File: config.mk
export PLATFORM = sky130hd
export DESIGN_NAME = five_tap_fir_decimator
export DESIGN_NICKNAME = d
export VERILOG_FILES = /design/src/hdl/fir5d_pkg.sv /design/src/hdl/five_tap_fir_decimator.sv /design/src/hdl/fir5d_tap_cell.sv
export SDC_FILE = /design/constraint.sdc
export NUM_CORES = 1
export LEC_CHECK = 0
export ABC_AREA = 1
export BUFFER_PORTS_ARGS = -buffer_cell sky130_fd_sc_hd__buf_2
export CORE_ASPECT_RATIO = 1.75
export CORE_MARGIN = 5
export CORE_UTILIZATION = 66
export CTS_CLUSTER_SIZE = 24
export DETAILED_ROUTE_END_ITERATION = 8
export GPL_TIMING_DRIVEN = 0
export PLACE_DENSITY = 0.95
export SLEW_MARGIN = 15
export SYNTH_ARGS = -nofsm -noshare
export SYNTH_HDL_FRONTEND = slang
export SYNTH_SLANG_ARGS = --single-unit
export TNS_END_PERCENT = 5
File: constraint.sdc
create_clock -name clk -period 6.9 [get_ports clk]
set_input_delay 0.345 -clock clk [delete_from_list [all_inputs] [get_ports clk]]
set_output_delay 0.345 -clock clk [all_outputs]
set_load 0.005 [all_outputs]
File: src/hdl/fir5d_pkg.sv
// ----------------------------------------------------------------------------
// fir5d_pkg
// Shared constants for the five-tap binomial FIR decimator: widths, tap
// weights and register reset values.
// ----------------------------------------------------------------------------
package fir5d_pkg;

  localparam int SAMPLE_WIDTH_DEF = 16;
  localparam int FACTOR_W         = 10;
  localparam int TAP_COUNT        = 4;
  localparam int GUARD_BITS       = 4;
  localparam int WEIGHT_W         = 3;

  localparam logic [FACTOR_W-1:0] FACTOR_RESET = FACTOR_W'(1);

  // weights of the stored taps, newest first; the incoming sample weighs one
  localparam logic [WEIGHT_W-1:0] TAP_WEIGHT [TAP_COUNT] = '{
    WEIGHT_W'(4), WEIGHT_W'(6), WEIGHT_W'(4), WEIGHT_W'(1)
  };

endpackage

File: src/hdl/five_tap_fir_decimator.sv
// ----------------------------------------------------------------------------
// five_tap_fir_decimator
// A kept item is registered and shown in the cycle after it is accepted.
// One item per cycle unless the output stalls; the tap sum is combinational.
// Reset: clears delay cells, phase counter and out_valid; factor set to one.
// Binomial 1-4-6-4-1 low-pass over a chain of delay cells, floor divide by
// sixteen, then keep one item in every decimation_factor.
// ----------------------------------------------------------------------------
module five_tap_fir_decimator #(
  parameter int SAMPLE_WIDTH = fir5d_pkg::SAMPLE_WIDTH_DEF
) (
  input  logic                                clk,
  input  logic                                rst,
  input  logic                                cfg_valid,
  output logic                                cfg_ready,
  input  logic [fir5d_pkg::FACTOR_W-1:0]      decimation_factor,
  input  logic                                in_valid,
  output logic                                in_ready,
  input  logic signed [SAMPLE_WIDTH-1:0]      sample_in,
  output logic                                out_valid,
  input  logic                                out_ready,
  output logic signed [SAMPLE_WIDTH-1:0]      sample_out
);
  import fir5d_pkg::*;

  localparam int ACC_W = SAMPLE_WIDTH + GUARD_BITS;

  logic                           accept;
  logic                           cfg_write;
  logic [FACTOR_W-1:0]            factor;
  logic [FACTOR_W-1:0]            factor_eff;
  logic [FACTOR_W-1:0]            phase;
  logic [FACTOR_W-1:0]            phase_next;
  logic [FACTOR_W:0]              phase_inc;
  logic                           emit;
  logic signed [SAMPLE_WIDTH-1:0] taps  [TAP_COUNT+1];
  logic signed [ACC_W-1:0]        psums [TAP_COUNT+1];

  assign cfg_ready = 1'b1;
  assign cfg_write = cfg_valid && cfg_ready;
  assign in_ready  = !out_valid || out_ready;
  assign accept    = in_valid && in_ready;

  assign taps[0]  = sample_in;
  assign psums[0] = ACC_W'(sample_in);

  for (genvar i = 0; i < TAP_COUNT; i++) begin : g_cell
    fir5d_tap_cell #(
      .SAMPLE_WIDTH (SAMPLE_WIDTH),
      .WEIGHT       (TAP_WEIGHT[i])
    ) u_cell (
      .clk      (clk),
      .rst      (rst),
      .advance  (accept),
      .tap_in   (taps[i]),
      .tap_out  (taps[i+1]),
      .psum_in  (psums[i]),
      .psum_out (psums[i+1])
    );
  end

  assign factor_eff = (factor == '0) ? FACTOR_W'(1) : factor;
  assign emit       = (phase == '0);
  assign phase_inc  = {1'b0, phase} + (FACTOR_W+1)'(1);
  assign phase_next = (phase_inc >= {1'b0, factor_eff}) ? '0 : phase_inc[FACTOR_W-1:0];

  always_ff @(posedge clk) begin
    if (rst) begin
      factor <= FACTOR_RESET;
      phase  <= '0;
    end else if (cfg_write) begin
      factor <= decimation_factor;
      phase  <= '0;
    end else if (accept) begin
      phase <= phase_next;
    end
  end

  always_ff @(posedge clk) begin
    if (rst) begin
      out_valid <= 1'b0;
    end else if (accept && emit) begin
      out_valid <= 1'b1;
    end else if (out_ready) begin
      out_valid <= 1'b0;
    end
  end

  always_ff @(posedge clk) begin
    if (accept && emit) begin
      sample_out <= psums[TAP_COUNT][ACC_W-1:GUARD_BITS];
    end
  end

endmodule

File: src/hdl/fir5d_tap_cell.sv
// ----------------------------------------------------------------------------
// fir5d_tap_cell
// One delay cell of the FIR chain: holds a sample, hands it to the next cell
// on each accepted item, and adds its shift-weighted sample to the partial sum.
// ----------------------------------------------------------------------------
module fir5d_tap_cell #(
  parameter int                                SAMPLE_WIDTH = fir5d_pkg::SAMPLE_WIDTH_DEF,
  parameter logic [fir5d_pkg::WEIGHT_W-1:0]    WEIGHT       = fir5d_pkg::TAP_WEIGHT[0]
) (
  input  logic                                                  clk,
  input  logic                                                  rst,
  input  logic                                                  advance,
  input  logic signed [SAMPLE_WIDTH-1:0]                        tap_in,
  output logic signed [SAMPLE_WIDTH-1:0]                        tap_out,
  input  logic signed [SAMPLE_WIDTH+fir5d_pkg::GUARD_BITS-1:0]  psum_in,
  output logic signed [SAMPLE_WIDTH+fir5d_pkg::GUARD_BITS-1:0]  psum_out
);
  import fir5d_pkg::*;

  localparam int ACC_W = SAMPLE_WIDTH + GUARD_BITS;

  logic signed [SAMPLE_WIDTH-1:0] tap;
  logic signed [ACC_W-1:0]        tap_ext;
  logic signed [ACC_W-1:0]        term4;
  logic signed [ACC_W-1:0]        term2;
  logic signed [ACC_W-1:0]        term1;

  always_ff @(posedge clk) begin
    if (rst) begin
      tap <= '0;
    end else if (advance) begin
      tap <= tap_in;
    end
  end

  assign tap_out = tap;
  assign tap_ext = ACC_W'(tap);
  assign term4   = WEIGHT[2] ? (tap_ext <<< 2) : '0;
  assign term2   = WEIGHT[1] ? (tap_ext <<< 1) : '0;
  assign term1   = WEIGHT[0] ? tap_ext : '0;
  assign psum_out = psum_in + term4 + term2 + term1;

endmodule

Word-level counts from Yosys, hierarchy flattened --
Index checks and enable logic that the tools add are counted.
Operators by class: add/subtract/negate cells 6, reductions and logical operators 8, multiplexer cells 4, $lt $le $gt $ge 1
Operators with widths (number):
- 19-bit by 18-bit adder with 20-bit output | 1
- 20-bit by 16-bit adder with 20-bit output | 1
- 20-bit by 17-bit adder with 20-bit output | 1
- 20-bit by 18-bit adder with 20-bit output | 1
- 10-bit logical NOT | 2
- 10-bit 2-to-1 mux | 2
- 16-bit by 18-bit adder with 19-bit output | 1
- 10-bit by 1-bit adder with 11-bit output (second input constant) | 1
- 11-bit by 10-bit greater-or-equal comparator with 1-bit output | 1
- 1-bit logical AND | 2
- 1-bit 2-to-1 mux | 2
- 2-bit nonzero test | 1
- 2-bit OR reduction | 1
- 1-bit logical NOT | 1
- 1-bit logical OR | 1
Storage, ports and cells: logic and storage cells 27, bits in registers 101, bits of input ports 31

Logic depth before layout (Yosys ltp) --
Gate-level depths: netlist of run 1.
depth after elaboration 5, mapped depth 18, depth with buffers taken out 18

By module --
Synthesis of run 1 repeated with hierarchy kept, for this count alone.
Unflattened totals: cells, all modules 1260, area, all modules 8403.1 µm²
Modules (own cells, without submodules):
- fir5d_tap_cell at g_cell[0].u_cell ... | area each 1531.5 µm², times used 2, cells an instance 250
- fir5d_tap_cell at g_cell[1].u_cell | area each 1851.8 µm², times used 1, cells an instance 267
- five_tap_fir_decimator | area each 1756.7 µm², times used 1, cells an instance 198
- fir5d_tap_cell at g_cell[3].u_cell | area each 1731.7 µm², times used 1, cells an instance 295

Worst setup path before layout of run 1 --
No wires, ideal clock.
kind input to register, start point in sample_in[3], end point reg sample_out[11] (data pin), path buffers 0, slack 3.382 ns, cell stages on the path 17, arrival time 3.265 ns, cells stage by stage inv_1 > fa_1 > inv_1 > fa_1 > inv_1 > fa_1 > nor2_1 > nand4_1 > fa_1 > o21ai_2 > nand2_1 > nand2_2 > nand2_1 > nand2_2 > nand2_1 > nand3_1 > nand2_1
Between the ends: cells in the longest elaborated chain, start to end 5
RTL lines:
- start: declaration | RTL line five_tap_fir_decimator.sv:19 | input logic signed [SAMPLE_WIDTH-1:0] sample_in,
- 16-bit by 18-bit adder with 19-bit output | RTL line fir5d_tap_cell.sv:41 | assign psum_out = psum_in + term4 + term2 + term1;
- 19-bit by 18-bit adder with 20-bit output | RTL line fir5d_tap_cell.sv:41
- 20-bit by 17-bit adder with 20-bit output | RTL line fir5d_tap_cell.sv:41
- 20-bit by 18-bit adder with 20-bit output | RTL line fir5d_tap_cell.sv:41
- 20-bit by 16-bit adder with 20-bit output | RTL line fir5d_tap_cell.sv:41
- named net g_cell[3].u_cell.psum_out, one bit | RTL line fir5d_tap_cell.sv:16 | output logic signed [SAMPLE_WIDTH+fir5d_pkg::GUARD_BITS-1:0] psum_out
- end signal: assignment | RTL line five_tap_fir_decimator.sv:91 | sample_out <= psums[TAP_COUNT][ACC_W-1:GUARD_BITS];
- end: declaration | RTL line five_tap_fir_decimator.sv:22 | output logic signed [SAMPLE_WIDTH-1:0] sample_out
The timed path passes the listed nets, and every way through them passes these cells. A chain may end at the register's enable or synchronous reset.

Worst setup path in the final report of run 1 --
start point reg g_cell[1].u_cell.tap[1], end point reg sample_out[11] (data pin)
Between the ends: cells in the longest elaborated chain, start to end 4
RTL lines:
- start: declaration | RTL line fir5d_tap_cell.sv:22 | logic signed [SAMPLE_WIDTH-1:0] tap;
- start signal: assignment | RTL line fir5d_tap_cell.sv:32 | tap <= tap_in;
- 19-bit by 18-bit adder with 20-bit output | RTL line fir5d_tap_cell.sv:41
- 20-bit by 17-bit adder with 20-bit output * | RTL line fir5d_tap_cell.sv:41
- 20-bit by 18-bit adder with 20-bit output * | RTL line fir5d_tap_cell.sv:41
- 20-bit by 16-bit adder with 20-bit output * | RTL line fir5d_tap_cell.sv:41
- named net g_cell[3].u_cell.psum_out, one bit | RTL line fir5d_tap_cell.sv:16
The timed path passes the listed nets; every way through them passes the cells marked *.

==> results of run 1 <==
==> cell type report <==
type	count	area share
multi-input combinational	480	0.481
buffer	28	0.0167
sequential	101	0.294
tap	125	0.0210
clock inverter	7	0.0153
timing repair buffer	48	0.0323
inverter	218	0.110
clock buffer	9	0.0303
==> report_power, final <==
part	total (uW)	switching, uW	internal [uW]
Clock	580	227	354
Sequential	768	35.9	732
Combinational	1200	763	436
Total	2550	1030	1520
==> stage by stage <==
stage	hold slack [ps]	setup WS [ps]	cell area, um^2	util	power (uW)
after global placement	457	3080	7090	0.716	1870
final	169	2960	7430	0.750	2550
after floorplan	414	3380	6700	-	1590
after detailed placement	466	3030	7090	0.716	1930
after CTS	164	2980	7430	0.750	2530
after global routing	187	2790	7430	0.750	2720
==> logic make-up after synthesis <==
family	after synthesis	synth area share
AO/OA/AOI/OAI	181	0.141
XOR/XNOR	16	0.0209
other	1	0.000560
flip-flops	101	0.326
AND/OR/NAND/NOR	187	0.120
buffers and inverters	246	0.141
adder cells (fa/ha/maj)	95	0.252
==> synth_stat cells, drive strengths merged <==
master and number:
dfxtp 85, clkbuf 15, nand2 115, inv 218
buf 13, a21o 3, and2 2, xnor2 4
xor2 12, conb 1, nor2 39, ha 29
nand3 17, nor4 2, o21ai 78, nand4 6
edfxtp 16, nor3 6, a31o 1, fa 66
a21oi 95, o21bai 3, a31oi 1
==> routing by layer <==
| metal | GRT usage | part of all wire | wire length (um) |
|---|---|---|---|
| met1 | 0.294 | 0.32 | 5670 |
| met2 | 0.567 | 0.55 | 9910 |
| met3 | 0.0554 | 0.055 | 995 |
| met4 | 0.241 | 0.075 | 1350 |
| met5 | 0 | 0 | 0 |
==> state kept, by name (all words and copies together), names as in the netlist <==
| name | cells |
|---|---|
| phase | 10 |
| out_valid | 1 |
| sample_out | 16 |
| g_cell.u_cell.tap_out | 64 |
| factor | 10 |
==> path summary, 6_finish.rpt <==
| path | end | slack (ps) | cells after the start |
|---|---|---|---|
| worst max-delay path | sample_out[11] | 2960 | 17 |
| worst min-delay path | out_valid | 170 | 2 |
| worst max register to register | sample_out[11] | 2960 | 17 |
| worst min register to register | g_cell[3].u_cell.tap_out[9] | 490 | 2 |
==> worst max-delay path: stages, from the launching register on <==
cell and delay (ps):
dfxtp_1 430, inv_1 120, fa_1 490, inv_1 50, fa_1 530, inv_1 70
fa_1 460, nor2_1 90, nand4_1 150, fa_1 470, o21ai_2 220, nand2_1 90
nand2_2 100, nand2_1 110, nand2_2 120, nand2_1 80, nand3_1 70, nand2_1 50
==> flow_summary_export.csv, run 1 <==
group,metric,value,unit
run_status,status,"completed",
sta,max_slew.worst_pin.slew,693,ps
grt,grt_usage,0.309,
die,start_util,0.676,
final_layout,nets,1012,
placement,place.gp.congestion,0.933,
cts,clock_path_buffers,2,
synthesis,syn-num-nets,953,
synthesis,syn_area_per_cell,8.10,um^2
final_layout,drive_gt1_frac,0.103,
run,max-cap-violations,0,
worst_hold_path,hp-start,"rst",
synthesis,synth-seq-cells,101,
sta,period_needed,3940,ps
synthesis,syn_area,6700,um^2
cts,worstSkewPairLatency,350,ps
critical_path,worst_setup_path_start_kind,"flip-flop",
die,die_width,86.1,um
power,power_leakage,0.00368,uW
final_layout,final_common_cell,"inv_1",
critical_path,critPathKind,"reg -> reg",
route,postRouteAntennaNets,0,
placement,io_buffers,48,
critical_path,worstPathRequired,7010,ps
placement,dp_hpwl,13600,um
grt,grt_max_degree,17,
sta,slew_viol_final,0,
route,totalWireLength,17900,um
cts,clkSinkCount,101,
critical_path,arrival,4050,ps
critical_path,worstSetupEndpointType,"flip-flop",
critical_path,worstPathMaxFanout,4,
grt,grt_pass1_vias,6245,
synthesis,synth_cells,827,
synthesis,synth_seq_area_share,0.326,
route,vias,5807,
power,max-vdd-ir-drop,358,uV
final_layout,diodes,0,
route,drtIter0Drc,519,
final_layout,seqCellArea,2180,um^2
sta,slew_headroom,0.537,
grt,grt-ovfl-total,0,
sta,rsz0062_at_grt,"no",
route,viasPerCell,5.72,
cts,cts_root_buffer,"clkbuf_16",
final_layout,fillers,653,
grt,grt_pass1_wl,29100,um
final_layout,layout_common_cells,"219 x inv_1, 108 x nand2_1, 94 x a21oi_1",
sta,finalCritPeriodShare,0.570,
cts,cts_setup_buffers,0,
grt,antenna_found_initial,0,
cts,ctsHtreeMaxLevel,3,
final_layout,multi_input_area,3570,um^2
synthesis,synth_warnings,0,
final_layout,layout.cells.non_filler,1016,
power,power_density,343,nW/um^2
route,first_pass_iters,6,
worst_hold_path,hold_class,"in -> reg",
sta,clock.fmax,254,MHz
die,io_pins,50,
critical_path,critPathLaunch,"g_cell[1].u_cell.tap_out[1]",
die,die_h,143,um
route,wire_per_inst,17.6,um
sta,finalClockSkew,10.8,ps
die,dieArea,12300,um^2
die,core,9910,um^2
cts,hold_buffers,0,
critical_path,timing.rr.start,"g_cell[1].u_cell.tap_out[1]",
sta,totalNegativeSetupSlack,0,ps
cts,cts_resized,0,
sta,finalSetupViolations,0,
cts,cts_buffers,9,
synthesis,ys_top_cells_by_area,"dfxtp_1 25%, fa_1 20%, inv_1 12%, edfxtp_1 7.2%, a21oi_1 7.0%",
synthesis,synth_largest_area_cell,"dfxtp_1",
final_layout,syn2layout_area_growth,11.0,%
die,rows,48,
placement,numPlacedInstances,1000,
synthesis,synth_top_area_frac,0.254,
cts,clkSlewWorstSetupHoldPaths,70,ps
sta,hold_viol_final,0,
synthesis,synth.distinct_cells,31,
route,remaining_drc_errors,0,
cts,cts_tree,"built",
(Power assumes the default switching activity.)
==> inputs of run 2 (changes only) <==
--- a/config.mk
+++ b/config.mk
@@ -9,11 +9,11 @@
 export BUFFER_PORTS_ARGS = -buffer_cell sky130_fd_sc_hd__buf_2
 export CORE_ASPECT_RATIO = 1.75
 export CORE_MARGIN = 5
-export CORE_UTILIZATION = 66
+export CORE_UTILIZATION = 61
 export CTS_CLUSTER_SIZE = 24
 export DETAILED_ROUTE_END_ITERATION = 8
 export GPL_TIMING_DRIVEN = 0
-export PLACE_DENSITY = 0.95
+export PLACE_DENSITY = 0.9
 export SLEW_MARGIN = 15
 export SYNTH_ARGS = -nofsm -noshare
 export SYNTH_HDL_FRONTEND = slang
==> constraint.sdc (replaced) <==
create_clock -name clk -period 3.9 [get_ports clk]
set_input_delay 0.195 -clock clk [delete_from_list [all_inputs] [get_ports clk]]
set_output_delay 0.195 -clock clk [all_outputs]
set_load 0.005 [all_outputs]
==> run 2 against run 1 <==
  * Utilization is 6.0 points lower
  * Critical path depth stayed put
  * Sequential share of layout area hardly changed
  * Global-route usage is 3.2 points lower
  * Non-clock buffer count is 1 higher
  * First-iteration DRC count is 30% lower
  * Clock skew is 1.6 ps lower
  * Total power is 72% higher
  * Via count is 0.48% lower
  * Clock power is 59% higher
  * Largest cell class unchanged
==> flow_summary_export.csv, run 2 (same netlist as run 1, synthesis figures left out) <==
group,metric,value,unit
run_status,status,"completed",
power,power_density,592,nW/um^2
cts,cts_root_buffer,"clkbuf_16",
grt,antenna_found_initial,0,
power,pwr-share-seq,0.309,
critical_path,path_cells,"inv_1 > fa_1 > inv_1 > fa_1 > inv_1 > fa_1 > nor2_1 > nand4_1 > fa_2 > o21ai_2 > nand2_1 > nand2_2 > nand2_1 > nand2_2 > nand2_1 > nand3_1 > nand2_1",
cts,worstSkewPairLatency,360,ps
critical_path,slowest_delay,540,ps
die,dieArea,13300,um^2
critical_path,crit_path_frequent_cell,"nand2_1",
final_layout,drive_gt1_frac,0.109,
critical_path,worstPathMaxFanout,4,
route,drtIter0Drc,365,
sta,slew_headroom,0.541,
cts,hold_buffers,0,
sta,finalSetupViolations,0,
final_layout,layout_common_cells,"218 x inv_1, 107 x nand2_1, 93 x a21oi_1",
power,internal_power,2600,uW
route,postRouteAntennaNets,0,
route,totalWireLength,17100,um
sta,finalClockSkew,9.18,ps
grt,grt_usage,0.277,
cts,clkSlewWorstSetupHoldPaths,70,ps
placement,dp_hpwl,13100,um
cts,cts_tree,"built",
route,vias,5779,
die,io_pins,50,
power,power_leakage,0.00367,uW
route,viasPerCell,5.65,
cts,cts_buffers,9,
critical_path,critPathKind,"reg -> reg",
final_layout,syn2layout_area_growth,10.9,%
final_layout,final_common_cell,"inv_1",
power,pwr-share-clk,0.210,
grt,grt_pass1_wl,28000,um
critical_path,worstSetupEndpointType,"flip-flop",
critical_path,worstPathRequired,4020,ps
grt,grt_pass1_vias,6179,
final_layout,diodes,0,
route,remaining_drc_errors,0,
critical_path,worst_setup_path_start_kind,"flip-flop",
die,die_width,89.2,um
cts,ctsHtreeMaxLevel,3,
final_layout,largest_reg_flops,64,
sta,finalCritPeriodShare,0.991,
power,max-vdd-ir-drop,535,uV
die,die_h,149,um
grt,grt_max_degree,17,
sta,clock.fmax,259,MHz
sta,max_slew.worst_pin.slew,688,ps
power,p_sw,1790,uW
die,start_util,0.622,
die,rows,50,
power,combPwrFrac,0.481,
grt,grt-ovfl-total,0,
route,wire_per_inst,16.8,um
run,max-cap-violations,0,
die,core,10800,um^2
route,first_pass_iters,6,
critical_path,arrival,3980,ps
power,swShare,0.408,
worst_hold_path,hold_class,"in -> reg",
cts,clkSinkCount,101,
critical_path,slowest_stage,"fa_1",
sta,hold_viol_final,0,
sta,slew_viol_final,0,
cts,clock_path_buffers,2,
final_layout,final_util,0.690,
placement,io_buffers,48,
placement,place.gp.congestion,0.917,
final_layout,fillers,800,
sta,totalNegativeSetupSlack,0,ps
final_layout,nets,1013,
sta,period_needed,3860,ps
-- run 2: power groups by stage --
stage	registers, uW	clock network [uW]	logic, uW
floorplan	1380	0	1440
global placement	1370	0	1950
detailed placement	1380	0	2010
CTS	1360	925	2070
global route	1370	962	2380
finish	1360	923	2110
-- run 2: cell type report --
cell class                 count  area [um^2]  area share
buffer                        28          124      0.0167
clock buffer                  13          293      0.0394
clock inverter                 3         15.0     0.00202
inverter                     218          818       0.110
multi-input combinational    480         3580       0.482
sequential                   101         2180       0.294
tap                          130          163      0.0219
timing repair buffer          49          248      0.0334
-- run 2: worst max-delay path, delay by kind of cell (launching register included) --
family | cells | cell delay (ps)
buffers and inverters | 3 | 210
DFF | 1 | 350
adders and majority gates | 4 | 1940
and+or+nand+nor | 9 | 900
AOI/OAI and AO/OA | 1 | 210
-- run 2: repair_timing --
action                     in CTS  in global routing
gates resized for setup         0                  4
setup endpoints to repair       0                  6
setup buffers                   0                  1
-- run 2: metrics by stage --
step           hold WS (ps)  total power [uW]  area, um^2  worst slack [ps]  instances
2_1_floorplan           264              2820        6700               399        827
3_3_place_gp            373              3320        7100               108       1005
3_5_place_dp            380              3390        7100              57.6       1005
4_1_cts                14.0              4350        7410              29.4       1021
5_1_grt                24.4              4720        7420              -106       1022
6_report               16.1              4390        7420              35.7       1022
-- run 2: final timing paths --
check	start	to	slack (ps)	depth (start not counted)
max reg2reg	g_cell[1].u_cell.tap_out[2]	sample_out[11]	40	17
max	g_cell[1].u_cell.tap_out[2]	sample_out[11]	40	17
min reg2reg	factor[0]	factor[0]	480	2
min	rst	out_valid	20	2
-- run 2: layer usage --
metal	vias to the layer above	global-route usage	wire (um)
li1	2641	-	-
met2	255	0.509	9420
met3	109	0.0382	790
met5	-	0	0
met4	0	0.198	1250
met1	2774	0.268	5690
